File: src/rtl/est_pkg.sv
`default_nettype none
// ----------------------------------------------------------------------------
// est_pkg
// shared types, codes and reset tables for the editable state table
// ----------------------------------------------------------------------------
package est_pkg;

  // number of states asked for; the table holds at most eight, since a
  // state field is three bits wide
  localparam int NUM_STATES  = 8;
  localparam int TABLE_SLOTS = 8;
  localparam int USABLE      = (NUM_STATES < TABLE_SLOTS) ? NUM_STATES : TABLE_SLOTS;
  localparam logic [3:0] USABLE_W = 4'(USABLE);

  // action codes
  localparam logic [2:0] ACT_STEP   = 3'd0;
  localparam logic [2:0] ACT_CHANGE = 3'd1;
  localparam logic [2:0] ACT_READ   = 3'd2;
  localparam logic [2:0] ACT_REPORT = 3'd3;
  localparam logic [2:0] ACT_DELALL = 3'd4;
  localparam logic [2:0] ACT_DELONE = 3'd5;

  // status codes
  localparam logic [1:0] ST_DONE     = 2'd0;
  localparam logic [1:0] ST_REJECTED = 2'd1;
  localparam logic [1:0] ST_NOTHING  = 2'd2;

  // reset pointers, entry 0 in the lowest slot
  localparam logic [TABLE_SLOTS-1:0][2:0] RESET_ZERO =
    {3'd5, 3'd6, 3'd4, 3'd6, 3'd7, 3'd5, 3'd0, 3'd1};
  localparam logic [TABLE_SLOTS-1:0][2:0] RESET_ONE =
    {3'd1, 3'd2, 3'd3, 3'd3, 3'd0, 3'd7, 3'd6, 3'd4};

  typedef struct packed {
    logic [2:0] action;
    logic       bit_value;
    logic [2:0] target_state;
  } in_item_t;

  typedef struct packed {
    logic [2:0] current_now;
    logic [7:0] garbage_mask;
    logic [7:0] deleted_mask;
    logic       entry_live;
    logic [2:0] entry_next_zero;
    logic [2:0] entry_next_one;
    logic [1:0] status;
  } out_item_t;

  // commands from controller to datapath
  typedef struct packed {
    logic load;   // capture the accepted item
    logic exec;   // run the captured item and register its result
  } dp_cmd_t;

  function automatic logic in_range(logic [2:0] s);
    return {1'b0, s} < USABLE_W;
  endfunction

  // reset pointer, falling back to the entry itself when out of range
  function automatic logic [2:0] reset_ptr(logic [2:0] idx, logic [2:0] v);
    return in_range(v) ? v : idx;
  endfunction

endpackage
`default_nettype wire

File: src/rtl/est_ctrl.sv
`default_nettype none
// ----------------------------------------------------------------------------
// est_ctrl
// sequencer: accepts one command, runs it, strobes the result
// ----------------------------------------------------------------------------
module est_ctrl (
  input  wire logic            clk,
  input  wire logic            rst_n,
  input  wire logic            start,
  output logic                 busy,
  output est_pkg::dp_cmd_t     cmd,
  output logic                 out_valid
);

  typedef enum logic [1:0] {
    S_IDLE = 2'b01,
    S_EXEC = 2'b10
  } state_t;

  state_t state_r, state_nxt;
  logic   valid_r, valid_nxt;

  always_comb begin
    state_nxt = state_r;
    valid_nxt = 1'b0;
    cmd.load  = 1'b0;
    cmd.exec  = 1'b0;
    case (state_r)
      S_IDLE: begin
        if (start) begin
          cmd.load  = 1'b1;
          state_nxt = S_EXEC;
        end
      end
      S_EXEC: begin
        cmd.exec  = 1'b1;
        valid_nxt = 1'b1;
        state_nxt = S_IDLE;
      end
      default: begin
        state_nxt = S_IDLE;
      end
    endcase
  end

  always_ff @(posedge clk) begin
    if (!rst_n) begin
      state_r <= S_IDLE;
      valid_r <= 1'b0;
    end else begin
      state_r <= state_nxt;
      valid_r <= valid_nxt;
    end
  end

  assign busy      = (state_r != S_IDLE);
  assign out_valid = valid_r;

  a_accept_busy: assert property (@(posedge clk) disable iff (!rst_n)
    (start && !busy) |=> busy)
    else $error("accepted transfer did not make the block busy");

  a_strobe_after_exec: assert property (@(posedge clk) disable iff (!rst_n)
    out_valid |-> $past(cmd.exec))
    else $error("result strobe without an executed command");

  a_single_strobe: assert property (@(posedge clk) disable iff (!rst_n)
    out_valid |=> !out_valid)
    else $error("result strobe longer than one cycle");

endmodule
`default_nettype wire

File: src/rtl/est_dp.sv
`default_nettype none
// ----------------------------------------------------------------------------
// est_dp
// state table, present state, garbage detection and result register
// ----------------------------------------------------------------------------
module est_dp (
  input  wire logic                clk,
  input  wire logic                rst_n,
  input  wire est_pkg::dp_cmd_t    cmd,
  input  wire est_pkg::in_item_t   in_data,
  output est_pkg::out_item_t       out_data
);

  localparam int SLOTS = est_pkg::TABLE_SLOTS;

  est_pkg::in_item_t          item_r;
  est_pkg::out_item_t         res_r, res_nxt;
  logic [2:0]                 present_r, present_nxt;
  logic [SLOTS-1:0]           live_r, live_nxt;
  logic [SLOTS-1:0][2:0]      nz_r, nz_nxt;
  logic [SLOTS-1:0][2:0]      no_r, no_nxt;

  logic [SLOTS-1:0]           referenced;
  logic [SLOTS-1:0]           garbage;
  logic [SLOTS-1:0]           cur_onehot;
  logic [SLOTS-1:0]           tgt_onehot;
  logic                       tgt_ok;

  // one-level reference check over all live entries, self loops ignored
  always_comb begin
    referenced = '0;
    for (int i = 0; i < SLOTS; i++) begin
      if (live_r[i]) begin
        if (nz_r[i] != 3'(i)) referenced[nz_r[i]] = 1'b1;
        if (no_r[i] != 3'(i)) referenced[no_r[i]] = 1'b1;
      end
    end
  end

  assign cur_onehot = SLOTS'(1) << present_r;
  assign tgt_onehot = SLOTS'(1) << item_r.target_state;
  assign garbage    = live_r & ~referenced & ~cur_onehot;
  assign tgt_ok     = est_pkg::in_range(item_r.target_state);

  always_comb begin
    present_nxt = present_r;
    live_nxt    = live_r;
    nz_nxt      = nz_r;
    no_nxt      = no_r;
    res_nxt     = '0;
    res_nxt.status = est_pkg::ST_DONE;
    case (item_r.action)
      est_pkg::ACT_STEP: begin
        present_nxt = item_r.bit_value ? no_r[present_r] : nz_r[present_r];
      end
      est_pkg::ACT_CHANGE: begin
        if (tgt_ok && live_r[item_r.target_state]) begin
          if (item_r.bit_value) no_nxt[present_r] = item_r.target_state;
          else                  nz_nxt[present_r] = item_r.target_state;
        end else begin
          res_nxt.status = est_pkg::ST_REJECTED;
        end
      end
      est_pkg::ACT_READ: begin
        if (tgt_ok) begin
          res_nxt.entry_live      = live_r[item_r.target_state];
          res_nxt.entry_next_zero = nz_r[item_r.target_state];
          res_nxt.entry_next_one  = no_r[item_r.target_state];
        end else begin
          res_nxt.status = est_pkg::ST_REJECTED;
        end
      end
      est_pkg::ACT_REPORT: begin
        res_nxt.garbage_mask = garbage;
        if (garbage == '0) res_nxt.status = est_pkg::ST_NOTHING;
      end
      est_pkg::ACT_DELALL: begin
        res_nxt.garbage_mask = garbage;
        res_nxt.deleted_mask = garbage;
        live_nxt             = live_r & ~garbage;
        if (garbage == '0) res_nxt.status = est_pkg::ST_NOTHING;
      end
      est_pkg::ACT_DELONE: begin
        res_nxt.garbage_mask = garbage;
        if (!tgt_ok) begin
          res_nxt.status = est_pkg::ST_REJECTED;
        end else if ((garbage & tgt_onehot) != '0) begin
          res_nxt.deleted_mask = tgt_onehot;
          live_nxt             = live_r & ~tgt_onehot;
        end else begin
          res_nxt.status = est_pkg::ST_NOTHING;
        end
      end
      default: begin
        res_nxt.status = est_pkg::ST_NOTHING;
      end
    endcase
    res_nxt.current_now = present_nxt;
  end

  // table state, restored to the reset tables
  always_ff @(posedge clk) begin
    if (!rst_n) begin
      present_r <= '0;
      for (int i = 0; i < SLOTS; i++) begin
        live_r[i] <= est_pkg::in_range(3'(i));
        nz_r[i]   <= est_pkg::reset_ptr(3'(i), est_pkg::RESET_ZERO[i]);
        no_r[i]   <= est_pkg::reset_ptr(3'(i), est_pkg::RESET_ONE[i]);
      end
    end else if (cmd.exec) begin
      present_r <= present_nxt;
      live_r    <= live_nxt;
      nz_r      <= nz_nxt;
      no_r      <= no_nxt;
    end
  end

  // payload registers
  always_ff @(posedge clk) begin
    if (cmd.load) item_r <= in_data;
    if (cmd.exec) res_r  <= res_nxt;
  end

  assign out_data = res_r;

endmodule
`default_nettype wire

File: src/rtl/editable_state_table_with_garbage_top.sv
`default_nettype none
// ----------------------------------------------------------------------------
// editable_state_table_with_garbage_top
// table-driven state machine with editable pointers and garbage removal
// ----------------------------------------------------------------------------
// usage
//   a command transfer happens at a rising edge with start high and busy
//   low; in_data carries action, bit_value and target_state
//   each command gives exactly one result on out_data, marked by out_valid
//   for a single cycle; the receiver cannot stall, so it must take the
//   result in that cycle
// timing
//   the result strobe is high in the second cycle after the accepting edge
//   busy is high for the one cycle in which the command runs, so a new
//   command is taken every two cycles; the limit is the single execute
//   step of the sequencer in est_ctrl
// reset
//   rst_n low (synchronous) returns the present state to state 0, marks
//   every usable entry live and reloads the reset pointer tables; no result
//   is pending after reset
// ----------------------------------------------------------------------------
module editable_state_table_with_garbage_top (
  input  wire logic                clk,
  input  wire logic                rst_n,
  input  wire logic                start,
  output logic                     busy,
  input  wire est_pkg::in_item_t   in_data,
  output logic                     out_valid,
  output est_pkg::out_item_t       out_data
);

  // command bus from sequencer to datapath
  est_pkg::dp_cmd_t cmd;

  // sequencer: idle, execute, strobe
  est_ctrl u_ctrl (
    .clk       (clk),
    .rst_n     (rst_n),
    .start     (start),
    .busy      (busy),
    .cmd       (cmd),
    .out_valid (out_valid)
  );

  // table, garbage logic and result register
  est_dp u_dp (
    .clk      (clk),
    .rst_n    (rst_n),
    .cmd      (cmd),
    .in_data  (in_data),
    .out_data (out_data)
  );

endmodule
`default_nettype wire
File: config.mk
export PLATFORM = sky130hd
export DESIGN_NAME = editable_state_table_with_garbage_top
export DESIGN_NICKNAME = d
export VERILOG_FILES = /design/src/rtl/est_pkg.sv /design/src/rtl/est_ctrl.sv /design/src/rtl/est_dp.sv /design/src/rtl/editable_state_table_with_garbage_top.sv
export SDC_FILE = /design/constraint.sdc
export NUM_CORES = 1
export LEC_CHECK = 0
export CAP_MARGIN = 25
export CORE_ASPECT_RATIO = 1.2
export CORE_MARGIN = 2
export CORE_UTILIZATION = 30
export CTS_BUF_LIST = sky130_fd_sc_hd__clkbuf_4 sky130_fd_sc_hd__clkbuf_8
export CTS_CLUSTER_DIAMETER = 40
export DETAILED_ROUTE_END_ITERATION = 8
export DONT_BUFFER_PORTS = 1
export PLACE_DENSITY = 0.47
export SLEW_MARGIN = 40
export SYNTH_ARGS = -nofsm -noshare
export SYNTH_HDL_FRONTEND = slang
export SYNTH_SLANG_ARGS = --single-unit
File: constraint.sdc
create_clock -name clk -period 2.7 [get_ports clk]
set_input_delay 0.27 -clock clk [delete_from_list [all_inputs] [get_ports clk]]
set_output_delay 0.27 -clock clk [all_outputs]
set_load 0.02 [all_outputs]
# --- Word level (Yosys, flattened, before mapping) ---
# Cells that the tools add are included.
word_totals:
  reg_bits: 97
  in_bits: 10
  out_inout_bits: 30
  elab_cells: 236
op_classes:
  magnitude_cmp: 35
  n_eq_ne: 23
  n_shift: 2
  mux: 91
  n_bitwise: 25
  n_reduce_logical: 30
ops:
  columns: ["cell", "count"]
  rows:
  - ["8-bit two-way mux", 34]
  - ["8-bit bitwise OR", 15]
  - ["3-bit by 4-bit less-than comparator with 1-bit output, second input constant", 18]
  - ["3-bit by 1-bit >= comparator with 1-bit output, second input constant", 17]
  - ["24-bit bitwise mux", 2]
  - ["1-bit demux with 3-bit select", 16]
  - ["8-bit AND", 5]
  - ["3-bit binary-select mux with 3-bit select", 4]
  - ["8-bit inverter", 4]
  - ["8-bit case mux with 2 select lines", 2]
  - ["3-bit != test, second input constant", 8]
  - ["1-bit two-way mux", 21]
  - ["3-bit two-way mux", 7]
  - ["1-bit logical AND", 17]
  - ["1-bit by 3-bit left shift with 8-bit output, first input constant", 2]
  - ["3-bit by 2-bit != test with 1-bit output, second input constant", 4]
  - ["3-bit demux with 3-bit select", 1]
  - ["8-bit logical NOT", 1]
  - ["2-bit case mux with 4 select lines", 1]
  - ["4-bit AND reduction", 2]
  - ["8-bit nonzero test", 1]
  - ["3-bit by 2-bit == test with 1-bit output, second input constant", 2]
  - ["3-bit == test, second input constant", 2]
  - ["3-bit by 1-bit != test with 1-bit output, second input constant", 2]
  - ["14 further kinds", 18]

# --- Logic depth before layout (Yosys ltp) ---
# Gate-level depths: netlist (run 1).
logic_depth:
  word_depth: 58
  mapped_depth: 9
  mapped_depth_nobuf: 7

# --- Hierarchy ---
# A second synthesis (run 1) with hierarchy kept.
unflattened:
  cells_unflattened: 646
  area_unflattened_um2: 6155.9
modules_own_cells:
  columns: ["mod", "instances", "cells_per_inst", "area_each_um2", "seq_area_each_um2"]
  rows:
  - ["est_dp", 1, 636, 6038.3, 2232.1]
  - ["est_ctrl", 1, 10, 117.6, 60.1]

# --- Worst setup path before layout (run 1) ---
# Ideal clock, no wire load.
synth_path:
  path_type: "reg2reg"
  from: "register u_ctrl.state_r[1]"
  to: "register u_dp.nz_r[11] (netlist bit)"
  setup_time_ps: 129
  arrival_time_ps: 2804
  required_time_ps: 2571
  path_slack_ps: -234
  stages_incl_launch_ff: 9
  path_buffers: 2
  synth_period_minus_slack_ps: 2934
  path_cell_list: "dfxtp_1 > nor2b_1 > clkbuf_1 > nand3_1 > or3_1 > buf_2 > nor2_1 > mux2i_1 > nand2_1"
synth_lines:
  columns: ["item", "line_no", "rtl"]
  rows:
  - ["from (decl)", "est_ctrl.sv:20", "state_t state_r, state_nxt;"]
  - ["from (signal assigned)", "est_ctrl.sv:51", "state_r <= state_nxt;"]
  - ["to (signal, indexed assignment)", "est_dp.sv:107", "nz_r[i] <= est_pkg::reset_ptr(3'(i), est_pkg::RESET_ZERO[i]);"]
  - ["to (signal assigned)", "est_dp.sv:113", "nz_r <= nz_nxt;"]
  - ["to (decl)", "est_dp.sv:20", "logic [SLOTS-1:0][2:0] nz_r, nz_nxt;"]

# --- Final worst setup path (run 1) ---
layout_path:
  from: "register u_dp.live_r[6]"
  to: "register u_dp.res_r (netlist bit u_dp.out_data[1]) (data pin)"
layout_via:
  elab_chain_len: 14
  elab_cells_between_ends: 16
  classes_between: "mux: 8; bitwise: 6; reduce/logical: 2"
layout_rtl:
  columns: ["item", "line_no", "rtl"]
  rows:
  - ["from (decl)", "est_dp.sv:19", "logic [SLOTS-1:0] live_r, live_nxt;"]
  - ["from (signal, indexed assignment)", "est_dp.sv:106", "live_r[i] <= est_pkg::in_range(3'(i));"]
  - ["from (signal assigned)", "est_dp.sv:112", "live_r <= live_nxt;"]
  - ["8-bit two-way mux", "est_dp.sv:33", "if (live_r[i]) begin"]
  - ["8-bit bitwise OR (no line)", null, null]
  - ["8-bit two-way mux", "est_dp.sv:34", "if (nz_r[i] != 3'(i)) referenced[nz_r[i]] = 1'b1;"]
  - ["8-bit two-way mux", "est_dp.sv:33", null]
  - ["8-bit bitwise OR (no line)", null, null]
  - ["8-bit two-way mux", "est_dp.sv:35", "if (no_r[i] != 3'(i)) referenced[no_r[i]] = 1'b1;"]
  - ["8-bit two-way mux", "est_dp.sv:33", null]
  - ["8-bit inverter", "est_dp.sv:42", "assign garbage = live_r & ~referenced & ~cur_onehot;"]
  - ["8-bit AND (*) (2 in a row)", "est_dp.sv:42", null]
  - ["8-bit AND", "est_dp.sv:87", "end else if ((garbage & tgt_onehot) != '0) begin"]
  - ["8-bit nonzero test", "est_dp.sv:87", null]
  - ["2-bit two-way mux", "est_dp.sv:87", null]
  - ["2-bit case mux with 4 select lines (*)", "est_dp.sv:52", "case (item_r.action)"]
  - ["to (signal assigned)", "est_dp.sv:121", "if (cmd.exec) res_r <= res_nxt;"]
  - ["to (decl)", "est_dp.sv:17", "est_pkg::out_item_t res_r, res_nxt;"]
# Every way passes the cells marked *; elsewhere a longest branch is shown, timed or not. The select of a mux whose other input is x is not followed.
# A chain may end at the register's enable or synchronous reset.

==> impl_metrics.toml, run 1 <==
[outcome]
outcome = "complete, no violations"

[pwr]
p_clk_frac = 0.357
vdd_drop_max_uv = 189
switching_share = 0.277
combPwrFrac = 0.073
p_seq_frac = 0.569
p_sw_uw = 747
leakagePower_uw = 0.00261
power.density_nw_per_um2 = 363
intPower_uw = 1950

[cts]
cts-root-buf = "clkbuf_8"
clock-sinks = 97
cts.clk_slew.worst_paths_ns = 0.11
cts_tree = "yes"
cts_buffers = 9
clock_latency_ns = 0.40
clock_path_buffers = 2
htree_levels = 3

[sta]
finalCriticalPeriod_ns = 2.65
relSlewSlack = 0.540
period_share = 0.983
max_freq_ghz = 0.377
setup_ws_ns = 0.0454
worst_pin_slew_ns = 0.680
finalSetupViolCount = 0
clock_skew_ns = 0.0175
drv_slew = 0
hold_viol = 0

[worst_setup_path]
timing.rr.start = "u_dp.live_r[6]$_SDFFE_PN1P_"
rrSetupSlack_ns = 0.05
start_kind = "register"
ff2ff_path_depth = 9
arrival_ns = 2.81
crit_path_max_fanout = 7
required_ns = 2.86
r2r-end = "u_dp.out_data[1]$_SDFFCE_PN1P_"
critPathKind = "register to register"
end_kind = "register"

[detailed_routing]
vias = 5656
viasPerCell = 5.93
wl_per_cell_microns = 25.6
wirelength_microns = 24400
drt_iter0_markers = 597
dr.pass1.iters = 7
final_antenna_net_count = 0
drc_errors = 0

[logic_synthesis]
synth-seq-area-share = 0.369
synth_edf_count = 35
synth_area_leader_cell = "dfxtp_1"
syn_area_per_cell_sq_um = 9.80
synth_area_sq_um = 6210
synth_area_leaders = "dfxtp_1 (20%), edfxtp_1 (17%), mux4_2 (10%)"
synth_async_sr_flop_share = 0
synth-seq-cells = 97
syn_nets = 644
ys_warn_count = 0
synthCells = 634
synth_cell_type_count = 60
yosys.area.top_type_share = 0.200
synth_flop_cell = "dfxtp_1"

[placed_design]
hpwl_microns = 18400
io_buffers = 0
dp.cells = 916
gp_congestion = 0.977
pre_cts_slack_ns = -0.0383

[hold_path]
hold_end = "u_ctrl.state_r[1]$_SDFFE_PN0P_"
min_path_cells = 2
hp-class = "primary input to register"
min_from = "start"

[grt]
overflow = 0
antenna_found_initial = 1
met3_usage = 0.0342
grtUsageMet1 = 0.269
grt_pass1_wl_microns = 35700
grt-busiest-layer = "met2"
use_met2 = 0.390
grt_pass1_vias = 5360
track_usage = 0.223
grt_max_degree = 33

[layout]
area_growth_pct = 19.5
instances_no_fill = 953
finalNetCount = 693
drive_gt1_frac = 0.324
diodes = 0
fillerInstances = 2058

[floorplanning]
ios = 40
std_cell_rows = 57
initial_core_util = 0.307
coreArea_sq_um = 20300
die_w_microns = 135
die_h_microns = 162
dieArea_sq_um = 21900

[run]
maxCapViolations = 0
## worst max path at each step
stage	startpoint	endpoint	depth (start not counted)
finish	u_dp.live_r[6]$_SDFFE_PN1P_	u_dp.out_data[1]$_SDFFCE_PN1P_	9
global placement	u_dp.live_r[5]$_SDFFE_PN1P_	u_dp.out_data[1]$_SDFFCE_PN1P_	9
detailed placement	u_dp.live_r[2]$_SDFFE_PN1P_	u_dp.out_data[1]$_SDFFCE_PN1P_	8
CTS	u_dp.live_r[6]$_SDFFE_PN1P_	u_dp.out_data[1]$_SDFFCE_PN1P_	9
global route	u_dp.nz_r[10]$_SDFFE_PN1P_	u_dp.out_data[1]$_SDFFCE_PN1P_	8
floorplan	u_ctrl.state_r[1]$_SDFFE_PN0P_	u_dp.nz_r[11]$_SDFFE_PN1P_	8
## Yosys cell counts, types with 3 or more instances
master and count:
nand3b_1 8, nor4b_2 3, nor2_1 75, buf_4 3, clkbuf_1 43, mux4_2 28, nor4_1 5, inv_1 10
nand4b_1 34, mux2i_1 35, o21ai_0 7, nand2b_1 7, nand3_1 20, o32ai_1 3, or3_1 3, nor2b_1 6
o22ai_1 6, buf_2 30, edfxtp_1 35, mux2_2 4, nor3b_1 3, o211ai_1 4, a31oi_1 14, nor4b_1 15
nand4_1 29, a21oi_1 16, nor4bb_1 24, nor3_1 13, dfxtp_1 62, o32a_1 8, nand2_1 39
## cells in the final DEF, fill, tap and decap left out, types with 15 or more instances in the layout
cell type / count
buf_4: 108
nor2_1: 75
nand2_1: 39
mux2i_1: 35
edfxtp_1: 35
nand4b_1: 34
nand4_1: 29
mux4_2: 28
dfxtp_1: 27
dfxtp_2: 27
nor4bb_1: 22
nand3_1: 20
a21oi_1: 16
nor4b_1: 15
## area by class of cell
type / instances / area [sq um] / area share
clock inverter: 7 / 73.8 / 0.00995
inverter: 12 / 45.0 / 0.00607
tap: 265 / 332 / 0.0447
clock buffer: 9 / 124 / 0.0167
sequential: 97 / 2360 / 0.317
multi-input combinational: 443 / 3560 / 0.480
timing repair buffer: 120 / 932 / 0.126
## power groups by stage
stage | Clock (uW) | Sequential [uW] | Combinational [uW]
after global placement | 0 | 1580 | 180
after global routing | 1050 | 1540 | 211
after detailed placement | 0 | 1580 | 179
after floorplan | 0 | 1570 | 126
final | 963 | 1530 | 197
after CTS | 991 | 1540 | 196
## registers in the layout, indices dropped and copies added, names as in the netlist
register          flops
u_ctrl.out_valid      1
u_ctrl.state_r        2
u_dp.item_r           7
u_dp.live_r           8
u_dp.no_r            24
u_dp.nz_r            24
u_dp.out_data        28
u_dp.present_r        3
## kinds of logic (layout without fill, tap and decap cells)
logic type | after synthesis | after routing | share of synthesized area
AND/OR/NAND/NOR | 303 | 303 | 0.307
flip-flops | 97 | 97 | 0.369
buffers and inverters | 94 | 148 | 0.0693
AO/OA/AOI/OAI | 72 | 72 | 0.0870
multiplexers | 68 | 68 | 0.167
## metrics by stage
step / hold WS, ns / instance area (sq um) / power [uW] / util / setup TNS (ns)
2_1_floorplan: 0.369 / 6210 / 1700 / - / 0
3_3_place_gp: 0.344 / 6910 / 1760 / 0.341 / -0.496
3_5_place_dp: 0.341 / 6910 / 1760 / 0.341 / -0.208
4_1_cts: 0.00782 / 7200 / 2730 / 0.356 / 0
5_1_grt: 0.0165 / 7420 / 2790 / 0.366 / -0.00509
6_report: 0.0248 / 7420 / 2690 / 0.366 / 0
## critical path, cell delays in order, from the launching register on
cell,delay [ns]
dfxtp_4,0.40
buf_4,0.14
nor4b_1,0.13
nor4_1,0.44
nand3_1,0.14
or4_4,0.48
o32ai_4,0.19
nor4_4,0.09
buf_4,0.14
o31a_1,0.27
## layer usage
layer,part of all wire,routed length (microns)
met4,0.049,1190
met3,0.056,1360
met5,0,0
met2,0.50,12200
met1,0.39,9630
## what timing repair did
action | in CTS | in global routing
pin swaps | 0 | 8
gates resized for setup | 4 | 52
buffers inserted | 0 | 14
hold buffers | 8 | 0
endpoints found under the setup margin | 13 | 17
endpoints found under the hold margin | 31 | 0
Note: power is estimated with default switching activity, not from simulation.
==> run 2: changes to the inputs <==
--- a/config.mk
+++ b/config.mk
@@ -8,3 +8,2 @@
 export CAP_MARGIN = 25
-export CORE_ASPECT_RATIO = 1.2
 export CORE_MARGIN = 2
@@ -16,3 +15,2 @@
 export PLACE_DENSITY = 0.47
-export SLEW_MARGIN = 40
 export SYNTH_ARGS = -nofsm -noshare
==> constraint.sdc (replaced) <==
create_clock -name clk -period 2.7 [get_ports clk]
set_input_delay 0.135 -clock clk [delete_from_list [all_inputs] [get_ports clk]]
set_output_delay 0.135 -clock clk [all_outputs]
set_load 0.02 [all_outputs]
==> impl_metrics.toml, run 2 (same netlist as run 1, synthesis figures left out) <==
[layout]
layout.area.seq_sq_um = 2320
final_common_cell = "buf_4"
final_cell_mix = "buf_4 (87), nor2_1 (75), dfxtp_1 (43), nand2_1 (39)"
finalNetCount = 670
fillerInstances = 2080
area_growth_pct = 15.1
drive_gt1_frac = 0.262
largest_reg_flops = 28
diodes = 0
finalInstanceArea_sq_um = 7150
multi_input_area_sq_um = 3510
instances_no_fill = 935

[worst_setup_path]
start_kind = "register"
end_kind = "register"
ff2ff_path_depth = 8
crit_path_max_fanout = 10
r2r-end = "u_dp.out_data[1]$_SDFFCE_PN1P_"
critPathKind = "register to register"
arrival_ns = 2.86
required_ns = 2.87
rrSetupSlack_ns = 0.005
timing.rr.start = "u_dp.no_r[3]$_SDFFE_PN0P_"

[placed_design]
dp.cells = 907
io_buffers = 0
pre_cts_slack_ns = -0.0307
hpwl_microns = 16100
gp_congestion = 0.988
place_area_sq_um = 6810

[hold_path]
min_from = "rst_n"
hold_end = "u_dp.no_r[14]$_SDFFE_PN0P_"
hp-class = "primary input to register"
min_path_cells = 2

[grt]
grt_pass1_wl_microns = 33100
grt-busiest-layer = "met2"
grt_max_degree = 33
grt_pass1_vias = 5251
track_usage = 0.200
grtUsageMet1 = 0.271
use_met2 = 0.304
overflow = 0
antenna_found_initial = 0
met3_usage = 0.0438

[floorplanning]
ios = 40
std_cell_rows = 52
coreArea_sq_um = 20300
initial_core_util = 0.306
dieArea_sq_um = 21900
die_w_microns = 148
die_h_microns = 148

[run]
maxCapViolations = 0

[pwr]
p_clk_frac = 0.353
power_uw = 2680
p_seq_frac = 0.576
intPower_uw = 1950
switching_share = 0.273
leakagePower_uw = 0.00247
combPwrFrac = 0.072
p_sw_uw = 731
power.density_nw_per_um2 = 375
vdd_drop_max_uv = 162

[sta]
clock_skew_ns = 0.0228
drv_slew = 0
max_freq_ghz = 0.371
finalSetupViolCount = 0
rsz0062_at_grt = "no"
worst_pin_slew_ns = 0.706
relSlewSlack = 0.526
period_share = 0.998
setup_ws_ns = 0.00498
finalCriticalPeriod_ns = 2.70
setup_tns_ns = 0
hold_viol = 0

[detailed_routing]
wl_per_cell_microns = 23.3
vias = 5564
wirelength_microns = 21800
viasPerCell = 5.95
drt_iter0_markers = 678
dr.pass1.iters = 6
final_antenna_net_count = 0
drc_errors = 0

[cts]
htree_levels = 3
clock_latency_ns = 0.40
cts_buffers = 9
cts.clk_slew.worst_paths_ns = 0.11
cts_tree = "yes"
clock-sinks = 97
cts-root-buf = "clkbuf_8"
clock_path_buffers = 2

[outcome]
outcome = "complete, no violations"
run 2: changes by cell type in the layout (fill, tap and decap cells not counted), moves of 3 or more:
cell | before | now
buf_4 | 108 | 87
dfxtp_1 | 27 | 43
dfxtp_2 | 27 | 18
dfxtp_4 | 8 | 1
clkinv_4 | 4 | 0
clkinvlp_4 | 0 | 3
run 2: layer usage:
metal | up-vias | wire length (microns)
met2 | 300 | 9730
met5 | - | 0
met4 | 0 | 926
li1 | 2484 | -
met1 | 2722 | 9400
met3 | 58 | 1740
run 2: how the worst max path moves through the flow:
| stage | from | to | slack, ns | cells past startpoint |
|---|---|---|---|---|
| after detailed placement | u_dp.live_r[7]$_SDFFE_PN1P_ | u_dp.out_data[1]$_SDFFCE_PN1P_ | -0.03 | 8 |
| final | u_dp.no_r[3]$_SDFFE_PN0P_ | u_dp.out_data[1]$_SDFFCE_PN1P_ | 0.005 | 8 |
| after floorplan | u_ctrl.state_r[1]$_SDFFE_PN0P_ | u_dp.nz_r[11]$_SDFFE_PN1P_ | 0.34 | 8 |
| after global routing | u_dp.live_r[0]$_SDFFE_PN1P_ | u_dp.out_data[1]$_SDFFCE_PN1P_ | 0.002 | 9 |
| after CTS | u_dp.live_r[7]$_SDFFE_PN1P_ | u_dp.out_data[1]$_SDFFCE_PN1P_ | 0.03 | 8 |
| after global placement | u_dp.present_r[0]$_SDFFE_PN0P_ | u_dp.live_r[1]$_SDFFE_PN1P_ | -0.07 | 8 |
run 2: what timing repair did:
item	4_1_cts	5_1_grt
hold endpoints to repair	34	0
buffers inserted	0	2
hold buffers	9	0
setup endpoints to repair	10	13
pin swaps	0	5
gates resized for setup	2	20
run 2: final cells by class:
cell class,count,share of cell area
timing repair buffer,97,0.106
multi-input combinational,443,0.491
clock buffer,10,0.0184
sequential,97,0.324
tap,270,0.0472
clock inverter,6,0.00717
inverter,12,0.00630
run 2: metrics by stage:
step	hold slack, ns	util
3_5_place_dp	0.205	0.335
3_3_place_gp	0.203	0.335
6_report	0.227	0.352
4_1_cts	0.223	0.350
5_1_grt	0.262	0.352
2_1_floorplan	0.234	-
run 2: power by group through the flow:
stage | combinational, uW | sequential [uW] | clock, uW
3_3_place_gp | 171 | 1580 | 0
5_1_grt | 204 | 1550 | 1030
4_1_cts | 188 | 1550 | 976
2_1_floorplan | 126 | 1570 | 0
6_report | 192 | 1540 | 946
3_5_place_dp | 171 | 1580 | 0
run 2: worst max-delay path, stage by stage (launching register included):
cell and delay [ns]:
dfxtp_1 0.59, nor4b_1 0.11, nor4_1 0.44, nand3_1 0.16, or4_4 0.50, o32ai_4 0.16
nor4_4 0.05, buf_4 0.18, o31a_1 0.28
==> run 3: changes to the inputs <==
- BUFFER_PORTS_ARGS: unset -> -buffer_cell sky130_fd_sc_hd__buf_2
- DONT_BUFFER_PORTS: 1 -> unset
- PLACE_DENSITY: 0.47 -> 0.49
==> impl_metrics.toml, run 3 (same netlist as run 1, synthesis figures left out) <==
[pwr]
power.density_nw_per_um2 = 390
leakagePower_uw = 0.00263
switching_share = 0.255
p_sw_uw = 732
combPwrFrac = 0.074
p_seq_frac = 0.533
p_clk_frac = 0.393
vdd_drop_max_uv = 174
intPower_uw = 2140

[cts]
cts_tree = "yes"
cts.clk_slew.worst_paths_ns = 0.11
clock-sinks = 97
clock_latency_ns = 0.40
htree_levels = 3
clock_path_buffers = 2
cts-root-buf = "clkbuf_8"
cts_buffers = 9

[detailed_routing]
viasPerCell = 5.96
final_antenna_net_count = 0
drt_iter0_markers = 789
wirelength_microns = 21800
dr.pass1.iters = 5
vias = 5765
wl_per_cell_microns = 22.5
drc_errors = 0

[floorplanning]
die_w_microns = 148
ios = 40
coreArea_sq_um = 20300
dieArea_sq_um = 21900
initial_core_util = 0.306
std_cell_rows = 52
die_h_microns = 148

[worst_setup_path]
crit_path_max_fanout = 7
arrival_ns = 2.84
critPathKind = "register to register"
end_kind = "register"
rrSetupSlack_ns = 0.03
start_kind = "register"
required_ns = 2.87

[sta]
clock_skew_ns = 0.0177
whs_ns = 0.111
finalSetupViolCount = 0
worst_pin_slew_ns = 0.644
drv_slew = 0
relSlewSlack = 0.570
finalCriticalPeriod_ns = 2.67
max_freq_ghz = 0.375
hold_viol = 0
setup_tns_ns = 0
period_share = 0.988
setup_ws_ns = 0.0332

[layout]
finalInstanceArea_sq_um = 7360
diodes = 0
drive_gt1_frac = 0.303
area_growth_pct = 18.5
final_common_cell = "buf_4"
layout.area.seq_sq_um = 2330
multi_input_area_sq_um = 3520
fillerInstances = 2083
finalNetCount = 702
largest_reg_flops = 28
final_cell_mix = "buf_4 (82), nor2_1 (75), dfxtp_1 (41), nand2_1 (39), buf_2 (39)"

[run]
maxCapViolations = 0

[hold_path]
hp-class = "primary input to register"

[grt]
grt_max_degree = 33
overflow = 0
track_usage = 0.200
antenna_found_initial = 0
grt_pass1_wl_microns = 33400
grt_pass1_vias = 5403

[placed_design]
hpwl_microns = 16100
place_area_sq_um = 6960
gp_congestion = 0.967
io_buffers = 39
pre_cts_slack_ns = -0.0566

[outcome]
outcome = "complete, no violations"
-- run 3: cell types whose count changed in the layout (fill, tap and decap cells not counted), moves of 2 or more --
| cell | before | now |
|---|---|---|
| buf_2 | 0 | 39 |
| buf_4 | 87 | 82 |
| bufinv_16 | 0 | 2 |
| clkinvlp_4 | 3 | 1 |
| dfxtp_1 | 43 | 41 |
| dfxtp_4 | 1 | 3 |
-- run 3: final timing paths --
check             depth (start not counted)                        start                        endpoint
setup / recovery                         10  u_dp.live_r[2]$_SDFFE_PN1P_  u_dp.out_data[1]$_SDFFCE_PN1P_
hold / removal                            2                        rst_n     u_ctrl.out_valid$_SDFF_PN0_
setup reg to reg                         10  u_dp.live_r[2]$_SDFFE_PN1P_  u_dp.out_data[1]$_SDFFCE_PN1P_
hold reg to reg                           2    u_dp.nz_r[9]$_SDFFE_PN1P_       u_dp.nz_r[9]$_SDFFE_PN1P_
-- run 3: what timing repair did --
item                                    4_1_cts  5_1_grt
hold buffers                                  8        0
resized for setup                             5       23
endpoints found under the setup margin        9       14
endpoints found under the hold margin         9        0
pin swaps                                     1        6
setup buffers                                 1        5
-- run 3: stage by stage --
stage | std cells | power (uW) | util
after floorplan | 634 | 1700 | -
after global placement | 940 | 1770 | 0.343
after detailed placement | 940 | 1770 | 0.343
after CTS | 965 | 2900 | 0.359
after global routing | 967 | 2970 | 0.362
final | 967 | 2870 | 0.362
-- run 3: power groups by stage --
stage	logic (uW)	registers [uW]	clock network [uW]
4_1_cts	210	1530	1150
5_1_grt	226	1530	1210
2_1_floorplan	126	1570	0
6_report	212	1530	1130
3_5_place_dp	200	1570	0
3_3_place_gp	199	1570	0
-- run 3: final cells by class --
cell class,count,area share
clock inverter,7,0.0153
inverter,12,0.00612
timing repair buffer,129,0.121
sequential,97,0.316
multi-input combinational,443,0.479
tap,270,0.0459
clock buffer,9,0.0168
-- run 3: critical path: stages, from the launching register on --
cell and delay (ns):
dfxtp_2 0.40, buf_4 0.16, buf_4 0.15, nor4bb_1 0.14, nor2_1 0.19, nand4_1 0.13, a311o_1 0.44, o32ai_4 0.35
nor4_4 0.06, buf_4 0.15, o31a_1 0.26
-- run 3: metal layers --
metal | global-route usage | part of all wire
met1 | 0.277 | 0.43
met2 | 0.314 | 0.46
met3 | 0.0358 | 0.082
met4 | 0.0748 | 0.037
met5 | 0 | 0
